## config.mk

```make
export PLATFORM = sky130hd
export DESIGN_NAME = fuzzy_obstacle_steering_unit
export DESIGN_NICKNAME = d
export VERILOG_FILES = /design/src/rtl/fos_pkg.sv /design/src/rtl/fos_div.sv /design/src/rtl/fuzzy_obstacle_steering_unit.sv
export SDC_FILE = /design/constraint.sdc
export NUM_CORES = 2
export LEC_CHECK = 0
export BUFFER_PORTS_ARGS = -buffer_cell sky130_fd_sc_hd__buf_4
export CORE_AREA = 2 2 336 338
export DETAILED_ROUTE_END_ITERATION = 12
export DIE_AREA = 0 0 338 340
export GPL_ROUTABILITY_DRIVEN = 0
export PLACE_DENSITY_LB_ADDON = 0.08
export SLEW_MARGIN = 40
export SYNTH_ARGS = -nofsm -noshare
export SYNTH_HDL_FRONTEND = slang
export SYNTH_SLANG_ARGS = --single-unit
```

## constraint.sdc

```tcl
create_clock -name clk -period 36.3 [get_ports clk]
set_input_delay 1.815 -clock clk [delete_from_list [all_inputs] [get_ports clk]]
set_output_delay 1.815 -clock clk [all_outputs]
set_load 0.005 [all_outputs]
```

## src/rtl/fos_pkg.sv

```systemverilog
`timescale 1ns / 1ps
// ============================================================================
// fos_pkg
// Shared types, constants and constant tables for the fuzzy obstacle
// steering unit.
// ============================================================================
package fos_pkg;

    localparam int GRID_POINTS = 21;
    localparam int GRADE_BITS  = 9;
    localparam int GRADE_ONE   = 1 << (GRADE_BITS - 1);

    localparam int DIST_MAX  = 100;
    localparam int AXIS_LO   = -240;
    localparam int AXIS_SPAN = 400;
    localparam int SCORE_LO  = -240;
    localparam int SCORE_HI  = 160;

    localparam int CM_W    = 9;
    localparam int DIST_W  = 7;
    localparam int SCORE_W = 9;
    localparam int QUO_W   = 8;
    localparam int NUM_W   = $clog2(GRID_POINTS * 240 * GRADE_ONE) + 2;
    localparam int DEN_W   = $clog2(GRID_POINTS * GRADE_ONE + 1);
    localparam int DIV_W   = NUM_W;
    localparam int NGRP    = (GRID_POINTS + 3) / 4;

    localparam int NSET = 4;
    // input fuzzy sets
    localparam int IN_VCLOSE = 0;
    localparam int IN_CLOSE  = 1;
    localparam int IN_MEDIUM = 2;
    localparam int IN_FAR    = 3;
    // output fuzzy sets
    localparam int OUT_LEFT  = 0;
    localparam int OUT_STR   = 1;
    localparam int OUT_RIGHT = 2;
    localparam int OUT_BACK  = 3;

    typedef enum logic [1:0] {
        REG_BACK_LIMIT  = 2'd0,
        REG_LEFT_LIMIT  = 2'd1,
        REG_RIGHT_LIMIT = 2'd2,
        REG_NONE        = 2'd3
    } fos_reg_t;

    typedef enum logic [1:0] {
        DIR_BACK     = 2'd0,
        DIR_LEFT     = 2'd1,
        DIR_RIGHT    = 2'd2,
        DIR_STRAIGHT = 2'd3
    } fos_dir_t;

    typedef struct packed {
        logic [CM_W-1:0] front_cm;
        logic [CM_W-1:0] right_cm;
        logic [CM_W-1:0] left_cm;
    } fos_in_t;

    typedef struct packed {
        logic signed [SCORE_W-1:0] steer_score;
        logic [1:0]                direction;
    } fos_out_t;

    typedef struct packed {
        logic neg;
        logic zero;
    } fos_side_t;

    typedef logic [GRADE_BITS-1:0]     grade_t;
    typedef grade_t                    dist_lut_t [0:DIST_MAX];
    typedef grade_t                    grid_lut_t [0:GRID_POINTS-1];
    typedef logic signed [SCORE_W-1:0] grid_x_t   [0:GRID_POINTS-1];

    function automatic dist_lut_t build_dist_lut(input int set);
        dist_lut_t lut;
        int        g;
        for (int d = 0; d <= DIST_MAX; d++) begin
            g = 0;
            case (set)
                IN_VCLOSE:
                begin
                    if (d == 0) g = GRADE_ONE;
                    else if (d < 20) g = ((20 - d) * GRADE_ONE + 10) / 20;
                end
                IN_CLOSE:
                begin
                    if (d == 30) g = GRADE_ONE;
                    else if (d > 10 && d < 30) g = ((d - 10) * GRADE_ONE + 10) / 20;
                    else if (d > 30 && d < 50) g = ((50 - d) * GRADE_ONE + 10) / 20;
                end
                IN_MEDIUM:
                begin
                    if (d == 60) g = GRADE_ONE;
                    else if (d > 40 && d < 60) g = ((d - 40) * GRADE_ONE + 10) / 20;
                    else if (d > 60 && d < 80) g = ((80 - d) * GRADE_ONE + 10) / 20;
                end
                default:
                begin
                    if (d == 100) g = GRADE_ONE;
                    else if (d > 70) g = ((d - 70) * GRADE_ONE + 15) / 30;
                end
            endcase
            lut[d] = grade_t'(g);
        end
        return lut;
    endfunction

    function automatic int grid_x_val(input int i);
        return AXIS_LO + (i * AXIS_SPAN + (GRID_POINTS - 1) / 2) / (GRID_POINTS - 1);
    endfunction

    function automatic grid_x_t build_grid_x();
        grid_x_t t;
        for (int i = 0; i < GRID_POINTS; i++)
            t[i] = SCORE_W'(grid_x_val(i));
        return t;
    endfunction

    function automatic grid_lut_t build_grid_lut(input int set);
        grid_lut_t t;
        int        x;
        int        g;
        for (int i = 0; i < GRID_POINTS; i++) begin
            x = grid_x_val(i);
            g = 0;
            case (set)
                OUT_LEFT:
                begin
                    if (x == -160) g = GRADE_ONE;
                    else if (x > -160 && x < 0) g = ((0 - x) * GRADE_ONE + 80) / 160;
                end
                OUT_STR:
                begin
                    if (x == 0) g = GRADE_ONE;
                    else if (x > -80 && x < 0) g = ((x + 80) * GRADE_ONE + 40) / 80;
                    else if (x > 0 && x < 80) g = ((80 - x) * GRADE_ONE + 40) / 80;
                end
                OUT_RIGHT:
                begin
                    if (x == 160) g = GRADE_ONE;
                    else if (x > 0 && x < 160) g = (x * GRADE_ONE + 80) / 160;
                end
                default:
                begin
                    if (x == -240) g = GRADE_ONE;
                    else if (x > -240 && x < -160) g = ((-160 - x) * GRADE_ONE + 40) / 80;
                end
            endcase
            t[i] = grade_t'(g);
        end
        return t;
    endfunction

    localparam dist_lut_t LUT_VCLOSE = build_dist_lut(IN_VCLOSE);
    localparam dist_lut_t LUT_CLOSE  = build_dist_lut(IN_CLOSE);
    localparam dist_lut_t LUT_MEDIUM = build_dist_lut(IN_MEDIUM);
    localparam dist_lut_t LUT_FAR    = build_dist_lut(IN_FAR);

    localparam grid_x_t   GRID_X     = build_grid_x();
    localparam grid_lut_t GRID_LEFT  = build_grid_lut(OUT_LEFT);
    localparam grid_lut_t GRID_STR   = build_grid_lut(OUT_STR);
    localparam grid_lut_t GRID_RIGHT = build_grid_lut(OUT_RIGHT);
    localparam grid_lut_t GRID_BACK  = build_grid_lut(OUT_BACK);

endpackage

```

## src/rtl/fos_div.sv

```systemverilog
`timescale 1ns / 1ps
// ============================================================================
// fos_div
// Pipelined restoring divider, one quotient bit per stage, with sideband.
// ============================================================================
module fos_div (
    input  logic                      clk,
    input  logic                      rst_n,
    input  logic                      en,
    input  logic                      in_valid,
    input  logic [fos_pkg::DIV_W-1:0] dividend,
    input  logic [fos_pkg::DEN_W-1:0] divisor,
    input  fos_pkg::fos_side_t        in_side,
    output logic                      out_valid,
    output logic [fos_pkg::QUO_W-1:0] quotient,
    output fos_pkg::fos_side_t        out_side
);
    import fos_pkg::*;

    logic              v_reg    [0:QUO_W];
    logic [DIV_W-1:0]  rem_reg  [0:QUO_W];
    logic [DEN_W-1:0]  den_reg  [0:QUO_W];
    logic [QUO_W-1:0]  q_reg    [0:QUO_W];
    fos_side_t         side_reg [0:QUO_W];

    always_comb
    begin
        v_reg[0]    = in_valid;
        rem_reg[0]  = dividend;
        den_reg[0]  = divisor;
        q_reg[0]    = '0;
        side_reg[0] = in_side;
    end

    for (genvar k = 0; k < QUO_W; k++) begin : g_step
        localparam int SH = QUO_W - 1 - k;
        logic [DIV_W-1:0] trial;
        logic             take;
        logic [QUO_W-1:0] q_next;
        logic [DIV_W-1:0] rem_next;

        always_comb
        begin
            trial    = DIV_W'(den_reg[k]) << SH;
            take     = rem_reg[k] >= trial;
            rem_next = take ? rem_reg[k] - trial : rem_reg[k];
            q_next   = q_reg[k];
            q_next[SH] = take;
        end

        always_ff @(posedge clk or negedge rst_n)
        begin
            if (!rst_n)
                v_reg[k+1] <= 1'b0;
            else if (en)
                v_reg[k+1] <= v_reg[k];
        end

        always_ff @(posedge clk)
        begin
            if (en)
            begin
                rem_reg[k+1]  <= rem_next;
                den_reg[k+1]  <= den_reg[k];
                q_reg[k+1]    <= q_next;
                side_reg[k+1] <= side_reg[k];
            end
        end
    end

    assign out_valid = v_reg[QUO_W];
    assign quotient  = q_reg[QUO_W];
    assign out_side  = side_reg[QUO_W];

endmodule

```

## src/rtl/fuzzy_obstacle_steering_unit.sv

```systemverilog
`timescale 1ns / 1ps
// ============================================================================
// fuzzy_obstacle_steering_unit
// Mamdani fuzzy steering: fuzzify three distances, min/max rules, sampled
// centroid and a direction class against three limit registers.
// ============================================================================
//  channel   signals                          beat
//  in        in_valid / in_ready / in_data    front, right, left distances
//  out       out_valid / out_ready / out_data score and direction
//  cfg       cfg_wen / cfg_idx / cfg_wdata    one limit register write
//
// One beat per cycle unless stalled; a beat passes the fuzzify to rounding
// stages, the one-bit-per-stage divider and the output register. All stages
// move together when the output register is empty or taken; a stall freezes
// the whole pipe. Reset clears valid bits and loads the default limits.
// ============================================================================
module fuzzy_obstacle_steering_unit (
    input  logic                        clk,
    input  logic                        rst_n,
    input  logic                        in_valid,
    output logic                        in_ready,
    input  fos_pkg::fos_in_t            in_data,
    output logic                        out_valid,
    input  logic                        out_ready,
    output fos_pkg::fos_out_t           out_data,
    input  logic                        cfg_wen,
    input  logic [1:0]                  cfg_idx,
    input  logic [fos_pkg::SCORE_W-1:0] cfg_wdata
);
    import fos_pkg::*;

    logic en;
    logic signed [SCORE_W-1:0] back_lim_reg, left_lim_reg, right_lim_reg;

    logic v1_reg, v2_reg, v3_reg, v4_reg, v5_reg, v6_reg;

    grade_t f_reg [0:NSET-1];
    grade_t rc_reg, rf_reg, lc_reg, lf_reg;
    grade_t p_reg [0:NSET-1];
    grade_t g_reg [0:GRID_POINTS-1];

    logic signed [NUM_W-1:0] pn_reg [0:NGRP-1];
    logic [DEN_W-1:0]        pd_reg [0:NGRP-1];
    logic signed [NUM_W-1:0] num_reg;
    logic [DEN_W-1:0]        den_reg;
    logic [DIV_W-1:0]        dvd_reg;
    logic [DEN_W-1:0]        dvs_reg;
    fos_side_t               side_reg;

    logic                 dv_valid;
    logic [QUO_W-1:0]     dv_q;
    fos_side_t            dv_side;

    logic                 out_valid_reg;
    fos_out_t             out_data_reg;

    assign en        = !out_valid_reg || out_ready;
    assign in_ready  = en;
    assign out_valid = out_valid_reg;
    assign out_data  = out_data_reg;

    // limit registers
    always_ff @(posedge clk or negedge rst_n)
    begin
        if (!rst_n)
        begin
            back_lim_reg  <= -9'sd176;
            left_lim_reg  <= -9'sd32;
            right_lim_reg <= 9'sd32;
        end
        else if (cfg_wen)
        begin
            case (fos_reg_t'(cfg_idx))
                REG_BACK_LIMIT:  back_lim_reg  <= cfg_wdata;
                REG_LEFT_LIMIT:  left_lim_reg  <= cfg_wdata;
                REG_RIGHT_LIMIT: right_lim_reg <= cfg_wdata;
                default:         ;
            endcase
        end
    end

    // valid chain
    always_ff @(posedge clk or negedge rst_n)
    begin
        if (!rst_n)
        begin
            v1_reg <= 1'b0;
            v2_reg <= 1'b0;
            v3_reg <= 1'b0;
            v4_reg <= 1'b0;
            v5_reg <= 1'b0;
            v6_reg <= 1'b0;
        end
        else if (en)
        begin
            v1_reg <= in_valid;
            v2_reg <= v1_reg;
            v3_reg <= v2_reg;
            v4_reg <= v3_reg;
            v5_reg <= v4_reg;
            v6_reg <= v5_reg;
        end
    end

    // stage 1: clamp and fuzzify
    logic [DIST_W-1:0] fd, rd, ld;

    function automatic logic [DIST_W-1:0] clamp_cm(input logic [CM_W-1:0] v);
        return (v > CM_W'(DIST_MAX)) ? DIST_W'(DIST_MAX) : v[DIST_W-1:0];
    endfunction

    always_comb
    begin
        fd = clamp_cm(in_data.front_cm);
        rd = clamp_cm(in_data.right_cm);
        ld = clamp_cm(in_data.left_cm);
    end

    always_ff @(posedge clk)
    begin
        if (en)
        begin
            f_reg[IN_VCLOSE] <= LUT_VCLOSE[fd];
            f_reg[IN_CLOSE]  <= LUT_CLOSE[fd];
            f_reg[IN_MEDIUM] <= LUT_MEDIUM[fd];
            f_reg[IN_FAR]    <= LUT_FAR[fd];
            rc_reg           <= LUT_CLOSE[rd];
            rf_reg           <= LUT_FAR[rd];
            lc_reg           <= LUT_CLOSE[ld];
            lf_reg           <= LUT_FAR[ld];
        end
    end

    // stage 2: rule strengths
    function automatic grade_t gmin(input grade_t a, input grade_t b);
        return (a < b) ? a : b;
    endfunction

    function automatic grade_t gmax(input grade_t a, input grade_t b);
        return (a > b) ? a : b;
    endfunction

    always_ff @(posedge clk)
    begin
        if (en)
        begin
            p_reg[OUT_STR]   <= gmax(f_reg[IN_FAR], f_reg[IN_MEDIUM]);
            p_reg[OUT_LEFT]  <= gmax(rc_reg, gmin(f_reg[IN_CLOSE], lf_reg));
            p_reg[OUT_RIGHT] <= gmax(lc_reg, gmin(f_reg[IN_CLOSE], rf_reg));
            p_reg[OUT_BACK]  <= f_reg[IN_VCLOSE];
        end
    end

    // stage 3: aggregate at each grid point
    grade_t g_next [0:GRID_POINTS-1];

    always_comb
    begin
        for (int i = 0; i < GRID_POINTS; i++)
            g_next[i] = gmax(gmax(gmin(p_reg[OUT_LEFT], GRID_LEFT[i]),
                                  gmin(p_reg[OUT_STR], GRID_STR[i])),
                             gmax(gmin(p_reg[OUT_RIGHT], GRID_RIGHT[i]),
                                  gmin(p_reg[OUT_BACK], GRID_BACK[i])));
    end

    always_ff @(posedge clk)
    begin
        if (en)
            g_reg <= g_next;
    end

    // stage 4: weighted partial sums, four points per group
    logic signed [NUM_W-1:0] pn_next [0:NGRP-1];
    logic [DEN_W-1:0]        pd_next [0:NGRP-1];

    always_comb
    begin
        for (int j = 0; j < NGRP; j++) begin
            pn_next[j] = '0;
            pd_next[j] = '0;
            for (int k = 0; k < 4; k++) begin
                if (j * 4 + k < GRID_POINTS)
                begin
                    pn_next[j] = pn_next[j]
                        + NUM_W'(GRID_X[j*4+k]) * NUM_W'($signed({1'b0, g_reg[j*4+k]}));
                    pd_next[j] = pd_next[j] + DEN_W'(g_reg[j*4+k]);
                end
            end
        end
    end

    always_ff @(posedge clk)
    begin
        if (en)
        begin
            pn_reg <= pn_next;
            pd_reg <= pd_next;
        end
    end

    // stage 5: totals
    logic signed [NUM_W-1:0] num_next;
    logic [DEN_W-1:0]        den_next;

    always_comb
    begin
        num_next = '0;
        den_next = '0;
        for (int j = 0; j < NGRP; j++) begin
            num_next = num_next + pn_reg[j];
            den_next = den_next + pd_reg[j];
        end
    end

    always_ff @(posedge clk)
    begin
        if (en)
        begin
            num_reg <= num_next;
            den_reg <= den_next;
        end
    end

    // stage 6: magnitude plus half divisor for round half away from zero
    logic [DIV_W-1:0] mag;

    always_comb
    begin
        mag = num_reg[NUM_W-1] ? DIV_W'(-num_reg) : DIV_W'(num_reg);
    end

    always_ff @(posedge clk)
    begin
        if (en)
        begin
            dvd_reg       <= mag + DIV_W'(den_reg >> 1);
            dvs_reg       <= den_reg;
            side_reg.neg  <= num_reg[NUM_W-1];
            side_reg.zero <= (den_reg == '0);
        end
    end

    fos_div u_div (
        .clk       (clk),
        .rst_n     (rst_n),
        .en        (en),
        .in_valid  (v6_reg),
        .dividend  (dvd_reg),
        .divisor   (dvs_reg),
        .in_side   (side_reg),
        .out_valid (dv_valid),
        .quotient  (dv_q),
        .out_side  (dv_side)
    );

    // output stage: sign, clamp, classify
    logic signed [SCORE_W:0]   s_wide;
    logic signed [SCORE_W-1:0] score;
    fos_dir_t                  dir;

    always_comb
    begin
        s_wide = dv_side.neg ? -$signed({2'b00, dv_q}) : $signed({2'b00, dv_q});
        if (dv_side.zero)
            score = '0;
        else if (s_wide < (SCORE_W+1)'(SCORE_LO))
            score = SCORE_W'(SCORE_LO);
        else if (s_wide > (SCORE_W+1)'(SCORE_HI))
            score = SCORE_W'(SCORE_HI);
        else
            score = s_wide[SCORE_W-1:0];

        if (score < back_lim_reg)
            dir = DIR_BACK;
        else if (score < left_lim_reg)
            dir = DIR_LEFT;
        else if (score > right_lim_reg)
            dir = DIR_RIGHT;
        else
            dir = DIR_STRAIGHT;
    end

    always_ff @(posedge clk or negedge rst_n)
    begin
        if (!rst_n)
            out_valid_reg <= 1'b0;
        else if (en)
            out_valid_reg <= dv_valid;
    end

    always_ff @(posedge clk)
    begin
        if (en)
        begin
            out_data_reg.steer_score <= score;
            out_data_reg.direction   <= dir;
        end
    end

endmodule

```

; Word-level counts from Yosys, hierarchy flattened
; Memories as Yosys holds them, arrays and structs flattened. A register that Yosys moved wholly into a read port is not among the register bits.
; Cells that the tools add are included.
[word_totals]
regBits = 827
ram_bits = 72
rom_bits = 9216
output_inout_bits = 13
mem_count = 10
[op_classes]
add_sub_neg = 49
n_mul = 20
order_cmp = 97
eq_ne = 2
mux = 107
bitwise_logic = 3
n_reduce_logical = 8
[memory_table]
columns = name, words, word_bits, read_ports, rd_clocked_by_memory_dff, write_ports, line_no
row1 = (no name shown), 128, 9, 1, 1, 0, fuzzy_obstacle_steering_unit.sv:130  ; lf_reg <= LUT_FAR[ld];
row2 = (no name shown), 128, 9, 1, 1, 0, fuzzy_obstacle_steering_unit.sv:129  ; lc_reg <= LUT_CLOSE[ld];
row3 = (no name shown), 128, 9, 1, 1, 0, fuzzy_obstacle_steering_unit.sv:128  ; rf_reg <= LUT_FAR[rd];
row4 = (no name shown), 128, 9, 1, 1, 0, fuzzy_obstacle_steering_unit.sv:127  ; rc_reg <= LUT_CLOSE[rd];
row5 = (no name shown), 128, 9, 1, 0, 0, fuzzy_obstacle_steering_unit.sv:126  ; f_reg[IN_FAR] <= LUT_FAR[fd];
row6 = (no name shown), 128, 9, 1, 0, 0, fuzzy_obstacle_steering_unit.sv:125  ; f_reg[IN_MEDIUM] <= LUT_MEDIUM[fd];
row7 = +4 memories, -, -, -, -, -, -
[ops]
columns = op, n
row1 = $mux W9, 91
row2 = $gt A9 B9 Y1, 51
row3 = $mux W23, 8
row4 = $add A23 B23 Y23, 5
row5 = $lt A9 B8 Y1 const B, 12
row6 = $add A11 B9 Y12, 5
row7 = $mul A4 B10 Y14 const A, 4
row8 = $add A10 B9 Y11, 5
row9 = $lt A9 B7 Y1 const B, 6
row10 = $add A13 B13 Y13, 4
row11 = $mul A7 B10 Y17 const A, 3
row12 = $add A9 B9 Y10, 5
row13 = $mul A3 B9 Y12 const A, 4
row14 = $mul A5 B10 Y15 const A, 3
row15 = $add A19 B19 Y20, 2
row16 = $add A18 B17 Y19, 2
row17 = $lt A9 B1 Y1 const B, 4
row18 = $lt A9 B9 Y1, 4
row19 = $lt A9 B9 Y1 const B, 4
row20 = $mul A6 B10 Y16 const A, 2
row21 = $gt A9 B7 Y1 const B, 3
row22 = $mul A4 B9 Y13 const A, 2
row23 = $not A7 Y8, 3
row24 = $add A23 B12 Y23, 1
row25 = other kinds (45), 53

; Logic depth before layout (Yosys ltp)
[logic_depth]
depth_word = 9
depth_mapped = 26
mapped_depth_nobuf = 26

; Modules after synthesis
; A second synthesis with hierarchy kept.
[unflattened]
hier_cells = 6680
hier_area_um2 = 72380.7
[by_module_without_submodules]
columns = module, n_inst, cells_each, area_per_inst_um2, seq_area_each_um2
row1 = fuzzy_obstacle_steering_unit, 1, 5299, 56053.8, 17166.5
row2 = fos_div, 1, 1381, 16326.9, 9328.9

; Worst setup path before layout
; Ideal clock, no wire load.
[synth_path]
path_type = in2reg
startpoint = in out_ready
endpoint = reg u_div.v_reg, in the netlist u_div.out_valid
setup_time_ps = 179
arrival_ps = 27803
required_ps = 36121
slack_ps = 8318
path_stages = 4
cell_sequence = nand2b_1 clkbuf_1 clkbuf_1 mux2_2
[synth_between]
elab_chain_cells = 1
[synth_rtl]
columns = item, line_no
row1 = start: declaration, fuzzy_obstacle_steering_unit.sv:24  ; input logic out_ready,
row2 = $logic_or A1 B1 Y1, fuzzy_obstacle_steering_unit.sv:57  ; assign en = !out_valid_reg || out_ready;
row3 = named net in_ready, fuzzy_obstacle_steering_unit.sv:21  ; output logic in_ready,
row4 = end signal: indexed assignment, fos_div.sv:56  ; v_reg[k+1] <= v_reg[k];
row5 = end: declaration, fos_div.sv:20  ; logic v_reg [0:QUO_W];
; The timed path passes the listed nets, and every way through them passes these cells.
; A chain may end at the register's enable or synchronous reset.

==> qor.yml <==
cts:
  cts_setup_buffers: 0
  ctsResizeCount: 0
  cts.sinks: 876
  postCtsHoldBufs: 0
  cts_buffers: 98
  root_buffer: "clkbuf_16"
  clk_latency_ns: 0.72
  clk_pin_slew_worst_paths_ns: 0.06
  clockBufferDepth: 3
  ctsHtreeMaxLevel: 3
  cts_tree: "built"
synth:
  async_flop_share: 0.0479
  yosys_warnings: 0
  yosysMostFrequentCell: "inv_1"
  synth_top_area_share: 0.349
  synthTopCellsByArea: "edfxtp_1 (35%), ha_1 (17%), fa_1 (13%)"
  synthTopCellsByCount: "inv_1 (1003), ha_1 (952), edfxtp_1 (834)"
  ys_seq_area_frac: 0.364
  syn_inst: 6629
  synthFlopType: "edfxtp_1"
  synth-seq-cells: 876
  synth_edf_count: 834
  syn_area_mm2: 0.0717
  synth_top_area_cell: "edfxtp_1"
  syn_area_per_cell_um2: 10.8
  ys_types: 94
critical_path:
  critPathMostFrequentCell: "fa_1"
  r2r_slack_ns: 29.45
  required_ns: 36.76
  worstPathCellList: "fa_1 -> ha_1 -> fa_1 -> inv_1 -> fa_1 -> inv_1 -> ha_1 -> a21oi_1 -> nor2b_1 -> o211ai_1 -> nand2_1 -> a41oi_1 -> nor2b_1 -> xnor2_1 -> fa_1 -> inv_1 -> fa_1 -> inv_1 -> ha_1 -> o41ai_1 -> o2111ai_1 -> a21oi_1 -> xnor2_1"
  cpPeakStageDelay_ns: 0.70
  cp-end-kind: "flip-flop"
  crit_type: "flip-flop to flip-flop"
  critPathArrivalTime_ns: 7.31
  rr_worst_depth: 23
  cp_slowest_cell: "o41ai_1"
  crit_path_start_kind: "flip-flop"
  crit_fanout: 6
detailed_routing:
  wirelength_um: 169000
  vias: 49100
  wl_per_cell_um: 20.3
  viasPerCell: 5.91
  first_iter_violations: 3923
  drc: 0
  ant_nets: 0
  drt-pass1-iter-count: 8
hold_path:
  hold_depth: 0
  hold_class: "flip-flop to flip-flop"
floorplan:
  num_io_pins: 56
  row_count: 123
  die_y_um: 340
  core_mm2: 0.112
  dieArea_mm2: 0.115
  initial_core_util: 0.643
  die_w_um: 338
cells_and_area:
  drive_gt1_frac: 0.0604
  antenna_cells: 0
  seqCellArea_mm2: 0.0261
  largest_reg_flops: 189
  syn2layout_area_growth_pct: 7.96
  fillers: 8266
  final_nets: 8213
  multi_input_area_mm2: 0.0416
timing:
  setup_violations: 0
  grt_setup_unrepaired: "false"
  worst_slack_ns: 29.45
  fmax_mhz: 146
  fin_skew_ns: 0.0458
  hold_viol: 0
  relSlewSlack: 0.435
  tns_ns: 0
  finalCriticalPeriod_ns: 6.85
  fin_crit_sh: 0.189
  tightestPinTransition_ns: 0.839
  drv_slew: 0
run:
  cap_violations: 0
global_routing:
  grt_max_degree: 89
  grt_first_pass_wirelength_um: 267000
  grt_overflow_total: 0
  grt_use_total: 0.299
  grt_pass1_vias: 48700
  antenna_found_initial: 4
placement:
  hpwl_um: 135000
  io_buffer_count: 55
  dp_worst_setup_slack_ns: 29.43
run_status:
  status: "complete, no violations"
## worst max-delay path: cells and delay by family (launching register included)
family | cells | cell delay [ns]
adder cells (fa/ha/maj) | 8 | 3.54
AO/OA/AOI/OAI | 6 | 1.79
flip-flops | 1 | 0.52
AND/OR/NAND/NOR | 3 | 0.40
buffers and inverters | 4 | 0.20
XOR/XNOR | 2 | 0.20
## layer usage
metal / GRT usage / wire length, µm
met5: 0 / 46
met4: 0.110 / 7160
met3: 0.0358 / 9220
met2: 0.500 / 80900
met1: 0.403 / 71600
## placed cells by master (no fill, tap or decap), types with 52 or more instances in the layout
cell	count
o21bai_1	52
xor2_1	105
nand2b_1	65
o21ai_0	302
a21oi_1	412
xnor2_1	282
a21o_1	107
and2_1	82
fa_1	481
buf_4	78
nor2b_1	106
ha_1	952
nand2_1	345
inv_1	1003
nor3_1	105
o21a_1	72
mux2i_1	58
mux2_2	95
nand3_1	96
clkbuf_16	98
edfxtp_1	834
a31oi_1	54
nor2_1	332
## per-stage QoR
step | instance area [µm²] | hold slack [ns] | util | cells
after floorplan | 71900 | 0.400 | - | 6669
after global placement | 74000 | 0.402 | 0.663 | 8135
after detailed placement | 74000 | 0.405 | 0.664 | 8137
after CTS | 77400 | 0.401 | 0.694 | 8321
after global routing | 77400 | 0.417 | 0.694 | 8321
final | 77400 | 0.400 | 0.694 | 8321
## cells by family (layout without fill, tap and decap cells)
| group | Yosys count | in the layout | synth area share |
|---|---|---|---|
| adders and majority gates | 1434 | 1434 | 0.300 |
| xor gates and xnor gates | 387 | 387 | 0.0473 |
| muxes | 154 | 154 | 0.0233 |
| other | 2 | 42 | 0.000105 |
| AOI/OAI and AO/OA | 1296 | 1296 | 0.113 |
| buffers and inverters | 1127 | 1279 | 0.0593 |
| and+or+nand+nor | 1353 | 1353 | 0.0926 |
| DFF | 876 | 876 | 0.364 |
## layout make-up
type / count / share of cell area
multi-input combinational: 4666 / 0.537
sequential: 876 / 0.337
tap: 1500 / 0.0242
timing repair buffer: 88 / 0.00916
inverter: 1007 / 0.0488
clock buffer: 121 / 0.0330
clock inverter: 63 / 0.0106
## path summary, 6_finish.rpt
check	from	endpoint
max	g_reg[137]	pn_reg[112]
min	u_div.g_step[6].q_next[7]	u_div.g_step[7].q_next[7]
max reg2reg	g_reg[137]	pn_reg[112]
min reg2reg	u_div.g_step[6].q_next[7]	u_div.g_step[7].q_next[7]
max in group asynchronous	rst_n	u_div.v_reg[1]
min in group asynchronous	rst_n	right_lim_reg[6]
Power is not shown: default switching activity piles up to over one toggle a cycle in this logic, so the estimate is an artifact.
